--- config.mk ---
export PLATFORM = sky130hd
export DESIGN_NAME = sh9_merge_flat
export DESIGN_NICKNAME = d
export VERILOG_FILES = /design/src/rtl/core/sh9_pkg.sv /design/src/rtl/core/sh9_stream_if.sv /design/src/rtl/core/sh9_merge.sv /design/src/flat_wrapper.sv
export SDC_FILE = /design/constraint.sdc
export NUM_CORES = 1
export LEC_CHECK = 0
export CORE_AREA = 2 2 695 697
export DETAILED_ROUTE_END_ITERATION = 6
export DIE_AREA = 0 0 697 699
export DONT_BUFFER_PORTS = 1
export GPL_TIMING_DRIVEN = 0
export SLEW_MARGIN = 5
export SYNTH_ARGS = -nofsm -noshare
export SYNTH_HDL_FRONTEND = slang
export SYNTH_SLANG_ARGS = --single-unit
--- constraint.sdc ---
create_clock -name clock -period 2.23 [get_ports clock]
set_clock_uncertainty 0.15 [all_clocks]
set_input_delay 0.446 -clock clock [delete_from_list [all_inputs] [get_ports clock]]
set_output_delay 0.446 -clock clock [all_outputs]
set_load 0.05 [all_outputs]
--- src/rtl/core/sh9_pkg.sv ---
// Package: shared types, constants and helpers of the SH9 projection block.
package sh9_pkg;
   localparam int NUM_CH = 3;
   localparam int NUM_BASIS = 9;
   localparam int NUM_ACC = 27;
   localparam logic [31:0] GAIN_RESET = 32'd65536;
   localparam logic signed [63:0] ACC_MAX = 64'sh7FFF_FFFF_FFFF_FFFF;
   localparam logic signed [63:0] ACC_MIN = 64'sh8000_0000_0000_0000;
   localparam logic [47:0] OUT_POS_MAX = 48'h7FFF_FFFF_FFFF;
   localparam logic [47:0] OUT_NEG_MAG = 48'h8000_0000_0000;

   typedef logic signed [63:0] acc_type;
   typedef logic signed [19:0] basis_type;

   typedef struct packed {
      logic [15:0] red;
      logic [15:0] green;
      logic [15:0] blue;
      logic signed [15:0] dir_x;
      logic signed [15:0] dir_y;
      logic signed [15:0] dir_z;
      logic [14:0] sin_weight;
      logic last_pixel;
   } req_type;

   typedef struct packed {
      logic [1:0] channel;
      logic [3:0] coeff_index;
      logic signed [47:0] coeff_value;
      logic last_coeff;
   } rsp_type;

   typedef struct packed {
      logic valid;
      logic last;
   } lane_ctl_type;

   // Q1.14 basis constants
   function automatic logic [14:0] basis_const(input logic [3:0] k);
      logic [14:0] r;
      case (k)
         4'd0: r = 15'd4622;
         4'd1, 4'd2, 4'd3: r = 15'd8005;
         4'd4, 4'd5, 4'd6: r = 15'd17900;
         4'd7: r = 15'd5167;
         default: r = 15'd8950;
      endcase
      return r;
   endfunction

   // signed round to Q.14: floor((v + 8192) / 2^14)
   function automatic logic signed [63:0] round_q14(input logic signed [63:0] v);
      logic signed [63:0] t;
      t = v + 64'sd8192;
      return t >>> 14;
   endfunction

   function automatic acc_type sat_add(input acc_type a, input acc_type b);
      acc_type s;
      s = a + b;
      if (!a[63] && !b[63] && s[63]) s = ACC_MAX;
      else if (a[63] && b[63] && !s[63]) s = ACC_MIN;
      return s;
   endfunction
endpackage

--- src/rtl/core/sh9_stream_if.sv ---
// Interface: valid/ready channel carrying one payload struct.
interface sh9_stream_if #(parameter type payload_type = logic) (input logic clock);
   logic valid;
   logic ready;
   payload_type payload;
   modport source (output valid, output payload, input ready);
   modport sink (input valid, input payload, output ready);
endinterface

--- src/rtl/core/sh9_merge.sv ---
// Merge stage: walks the 27 snapshot values, scales by gain, rounds and saturates.
module sh9_merge (
   input  logic clock,
   input  logic reset,
   input  logic start,
   input  logic [31:0] gain,
   input  sh9_pkg::acc_type snap [27],
   sh9_stream_if.source rsp
);
   import sh9_pkg::*;
   logic [4:0] idx_ff;
   logic run_ff;
   logic [1:0] ch_ff;
   logic [3:0] k_ff;
   // stage A: magnitude split products
   logic a_valid_ff, a_neg_ff, a_last_ff;
   logic [1:0] a_ch_ff;
   logic [3:0] a_k_ff;
   logic [63:0] hi_ff, lo_ff;
   logic out_valid_ff;
   rsp_type out_ff;
   logic adv;
   acc_type v;
   logic neg;
   logic [63:0] m;
   logic [63:0] q, sum;
   logic [47:0] res;

   assign adv = !out_valid_ff || rsp.ready;

   always_comb begin
      v = snap[idx_ff];
      neg = v[63];
      m = neg ? 64'd0 - 64'(v) : 64'(v);
      sum = (hi_ff << 18) + ((lo_ff + 64'd8192) >> 14);
      q = (hi_ff >= (64'd1 << 30)) ? 64'(OUT_NEG_MAG) : sum;
      if (a_neg_ff) begin
         if (q > 64'(OUT_NEG_MAG)) q = 64'(OUT_NEG_MAG);
         res = 48'(64'd0 - q);
      end else begin
         if (q > 64'(OUT_POS_MAX)) q = 64'(OUT_POS_MAX);
         res = q[47:0];
      end
   end

   always_ff @(posedge clock) begin
      if (reset) begin
         run_ff <= 1'b0;
         a_valid_ff <= 1'b0;
         out_valid_ff <= 1'b0;
         idx_ff <= '0;
         ch_ff <= '0;
         k_ff <= '0;
      end else begin
         if (start) begin
            run_ff <= 1'b1;
            idx_ff <= '0;
            ch_ff <= '0;
            k_ff <= '0;
         end else if (adv) begin
            if (run_ff) begin
               if (idx_ff == 5'(NUM_ACC - 1)) run_ff <= 1'b0;
               idx_ff <= idx_ff + 5'd1;
               if (k_ff == 4'(NUM_BASIS - 1)) begin
                  k_ff <= '0;
                  ch_ff <= ch_ff + 2'd1;
               end else k_ff <= k_ff + 4'd1;
            end
            a_valid_ff <= run_ff;
            out_valid_ff <= a_valid_ff;
         end
      end
      if (adv) begin
         hi_ff <= (m >> 32) * {32'd0, gain};
         lo_ff <= {32'd0, m[31:0]} * {32'd0, gain};
         a_neg_ff <= neg;
         a_ch_ff <= ch_ff;
         a_k_ff <= k_ff;
         a_last_ff <= idx_ff == 5'(NUM_ACC - 1);
         out_ff.channel <= a_ch_ff;
         out_ff.coeff_index <= a_k_ff;
         out_ff.coeff_value <= res;
         out_ff.last_coeff <= a_last_ff;
      end
   end

   assign rsp.valid = out_valid_ff;
   assign rsp.payload = out_ff;
endmodule

--- src/flat_wrapper.sv ---
// flat-port wrapper written by rule: the top's interface ports become plain ports
module sh9_merge_flat import sh9_pkg::*;
  (clock, reset, start, gain, snap, rsp_valid, rsp_payload, rsp_ready);
  sh9_stream_if rsp_i (.clock(clock));
  input  logic clock;
  input  logic reset;
  input  logic start;
  input  logic [31:0] gain;
  input  sh9_pkg::acc_type snap[27];
  output wire logic [$bits(rsp_i.valid)-1:0] rsp_valid;
  output wire logic [$bits(rsp_i.payload)-1:0] rsp_payload;
  input wire logic [$bits(rsp_i.ready)-1:0] rsp_ready;
  assign rsp_valid = rsp_i.valid;
  assign rsp_payload = rsp_i.payload;
  assign rsp_i.ready = rsp_ready;
  sh9_merge u_core (.clock(clock), .reset(reset), .start(start), .gain(gain), .snap(snap), .rsp(rsp_i));
endmodule
# After elaboration in Yosys (flattened, before gate mapping)

Cells that the tools add are included.

Output and inout bits: 2
Register bits: 10
Bits of input ports: 1764

Add/sub/neg operators: 1
Bitwise logic cells: 1
Mux-type cells: 4
Reduce and logical (&&, ||, !) cells: 6
Eq/ne operators: 1

Operators with widths:

| operator            | number |
|---|---|
| $add 5x1->5 const B | 1 |
| $eq 5x5->1 const B  | 1 |
| $mux 1              | 4 |
| $reduce_and 2->1    | 2 |
| $reduce_bool 2->1   | 1 |
| $reduce_or 2->1     | 1 |
| $logic_not 1->1     | 1 |
| $logic_or 1x1->1    | 1 |
| $not 1->1           | 1 |

# Depth between registers and ports, before layout

Word-level depth: 5
Mapped depth: 5
Depth with buffers taken out: 5

# Worst setup path after synthesis

OpenSTA, ideal clock, no wires.

Path kind: register to register
Start point: reg u_core.out_valid_ff (netlist: u_core.rsp.valid)
End point: reg u_core.idx_ff[3]
Path buffers: 1
Data arrival time: 1.394 ns
Stages on the path, launching flop included: 5
Slack: 0.616 ns
Setup time: 0.070 ns
Cells stage by stage: dfxtp_1 nor2b_4 buf_6 or4_1 a21oi_1

Cells in the longest elaborated chain, start to end: 3

RTL lines:

| element                           | RTL line        | source |
|---|---|---|
| from (decl)                       | sh9_merge.sv:20 | `logic out_valid_ff;` |
| from (signal assigned)            | sh9_merge.sv:70 | `out_valid_ff <= a_valid_ff;` |
| $logic_not 1->1                   | sh9_merge.sv:29 | `assign adv = !out_valid_ff \|\| rsp.ready;` |
| $logic_or 1x1->1                  | sh9_merge.sv:29 |  |
| $reduce_and 2->1 (no source line) | -               |  |
| to (signal assigned)              | sh9_merge.sv:63 | `idx_ff <= idx_ff + 5'd1;` |
| to (decl)                         | sh9_merge.sv:11 | `logic [4:0] idx_ff;` |

No other way between the ends.
A chain may end at the register's enable or synchronous reset.

# Worst setup path in the final report

Start point: reg u_core.out_ff (netlist bit u_core.rsp.payload)
End point: out rsp_payload

RTL lines:

| element     | RTL line           | source |
|---|---|---|
| from (decl) | sh9_merge.sv:21    | `rsp_type out_ff;` |
| to (decl)   | flat_wrapper.sv:11 | `output wire logic [$bits(rsp_i.payload)-1:0] rsp_payload;` |

No word-level cell between the ends.

==> impl_results.md <==
* Setup violations, final at 0
* Initial DRC count at 7
* Synth unique cells at 18
* Clock latency on the worst-skew pair at about 0.24 ns
* CTS max path bufs at 2
* Psw at 0.0997 mW
* Run status: finished, final reports clean
* Ys async rst share at 0%
* Total track usage at 0.141%
* Largest net degree at the start of global routing at 11
* Routed WL at between 2000 and 2500 µm
* Max Fclk at 0.466 GHz
* Syn. warnings at 0
* # Max-Cap Violations at 0
* First-pass iteration count of the detailed router at 4
* Crit Path Max Fanout at 1
* Critical Path Stages at 0
* VDD IR-drop max at 0.507 mV
* Setup TNS at 0 ns
* Vias in the first global route at 337
* Overflow after GRT at 0
* Post-DP HPWL at 1890 µm
* Core area at 480000 µm²
* Period Utilization, post-route at 96.3%
* Placed Area at 8490 µm²
* P_leak at 0.196 nW
* Register area share after synthesis at 48.5%
* Critical Path AT at roughly 1.6 ns
* Drt wl/cell at 0.330 µm
* Vias per cell at between 0.05 and 0.06
* Worst-Margin Slew at 1.38 ns
* TritonCTS clock tree: yes
* Port Buffers at 0
* Unrepaired setup endpoints after global routing: false
* Largest cells by area after synthesis: dfxtp_1 (35%), edfxtp_1 (13%), a21oi_1 (8.8%)
* Register-to-register setup slack at 0.56 ns
* Layout Utilization at roughly 1.8%
* Commonest cells post-synth: a21oi_1 (8), dfxtp_1 (8), inv_1 (5)
* Initial Utilization at 0.0946%
* Slew HR at 7.97%
* Top_reg_cell synth: dfxtp_1
* I/O pin count at 1766
* Combinational power share at approximately 3.0%
* Critical Path End: rsp_payload
* Syn Inst Count at 46
* Post-synth top area cell: dfxtp_1
* Sw frac at 18.6%
* # diodes at 0
* Hold Crit Start: reset
* Yosys reg bits at 10
* Global-route wire length before repair at between 2000 and 3000 µm
* Post-route ant nets at 0
* Fin nets at approximately 1800
* Initial antenna violation count at 0
* Die area at ~490000 µm²
* H-tree levels at 1
* Pint at 0.437 mW
* Sequential share of power at 38.0%
* Clock power share at 59.0%
* Rows at 255
* Worst Setup End Kind: output pin
* Final RePlAce weighted congestion at roughly 0.46
* Post-CTS Resized at 0
* Synthesized Nets at 1812
* Crit Reg-Reg Endpoint: u_core.idx_ff[3]$_SDFFE_PP0P_
* CP Launch Type: flip-flop
* Total number of vias at 353
* Die width at 697 µm
* Pins over their slew limit at 0
* P&R area growth vs syn at 1790%
* Power Dens Cells at 62.6 nW/µm²
* Post-synth EDFFs at 2
* Worst setup path class: flip-flop to output pin
* Fin. Hold Viols at 0
* # DRC at 0
* CTS sink count at 10
* CTS Root Cell: clkbuf_16
* Reg2reg start: u_core.rsp.valid$_SDFFE_PP0P_
* Hold Crit Depth at 1
* Hold Crit Class: primary input to flip-flop
* Setup bufs post-CTS at 0
* Share of post-route cells with drive strength above 1 at 16.0%
* FF-to-FF path depth at 4
* Die height at about 700 µm
* Clock transition at path regs at roughly 0.040 ns
* Num CTS Buffers at 3
* Synth Cell Area at 454 µm²
* Crit. Startpoint: u_core.rsp.payload$_DFFE_PP_
* Hold buffer count at CTS at 0
* Final Cell Area at about 8600 µm²
* Worst path required time at 1.63 ns
* Min Tclk post-route at 2.15 ns
* Syn avg cell area at 9.87 µm²
* Post-synth top area share at 35.3%
power groups by stage:
stage | clock, mW | combinational [mW] | sequential [mW]
2_1_floorplan | 0 | 0.0137 | 0.201
4_1_cts | 0.331 | 0.0167 | 0.204
3_5_place_dp | 0 | 0.0166 | 0.207
6_report | 0.317 | 0.0162 | 0.204
3_3_place_gp | 0 | 0.0158 | 0.207
5_1_grt | 0.340 | 0.0190 | 0.205
registers in the layout, indices dropped and copies added, names as in the netlist:
signal,count
u_core.run_ff,1
u_core.rsp.valid,1
u_core.rsp.payload,1
u_core.a_valid_ff,1
u_core.a_last_ff,1
u_core.idx_ff,5
worst min path at each step:
stage               slack [ns]                             end
finish                    0.12   u_core.rsp.valid$_SDFFE_PP0P_
global route              0.11  u_core.a_valid_ff$_SDFFE_PP0P_
CTS                       0.11   u_core.rsp.valid$_SDFFE_PP0P_
detailed placement        0.26    u_core.rsp.payload$_DFFE_PP_
global placement          0.25    u_core.rsp.payload$_DFFE_PP_
floorplan                 0.25    u_core.rsp.payload$_DFFE_PP_
stage by stage:
step / std cells / hold WS [ns] / total power, mW / setup slack [ns]
floorplan: 46 / 0.250 / 0.215 / 0.616
global placement: 6471 / 0.251 / 0.223 / 0.328
detailed placement: 6471 / 0.257 / 0.224 / 0.327
CTS: 6475 / 0.111 / 0.551 / 0.0562
global route: 6475 / 0.113 / 0.564 / 0.0448
finish: 6475 / 0.122 / 0.537 / 0.0826
per-layer routing:
layer | wire length (µm) | part of all wire, % | GRT usage (%)
met1 | 1010 | 47 | 0.111
met2 | 362 | 17 | 0.0500
met3 | 743 | 35 | 0.392
met4 | 18 | 0.84 | 0.0325
met5 | 0 | 0 | 0
layout by cell type, fill, tap and decap left out, drive strengths merged, types with 2 or more instances in the layout:
cell type / count
clkbuf: 4
a21oi: 8
dfxtp: 8
inv: 5
o21ai: 3
or4: 3
edfxtp: 2
nand2: 3
o31ai: 3
ha: 2
logic make-up (layout without fill, tap and decap cells):
logic type,count (synthesis),after routing,synth area share (%)
adders and majority gates,2,2,5.51
buffers and inverters,6,10,6.61
AOI/OAI and AO/OA,16,16,21.2
DFF,10,10,48.5
and+or+nand+nor,12,12,18.2
area by class of cell:
| cell class | count | area, µm² |
|---|---|---|
| buffer | 1 | 11.3 |
| clock buffer | 4 | 78.8 |
| fill | 57500 | 472000 |
| inverter | 5 | 18.8 |
| multi-input combinational | 30 | 204 |
| sequential | 10 | 220 |
| tap | 6425 | 8040 |
(Power assumes the default switching activity.)
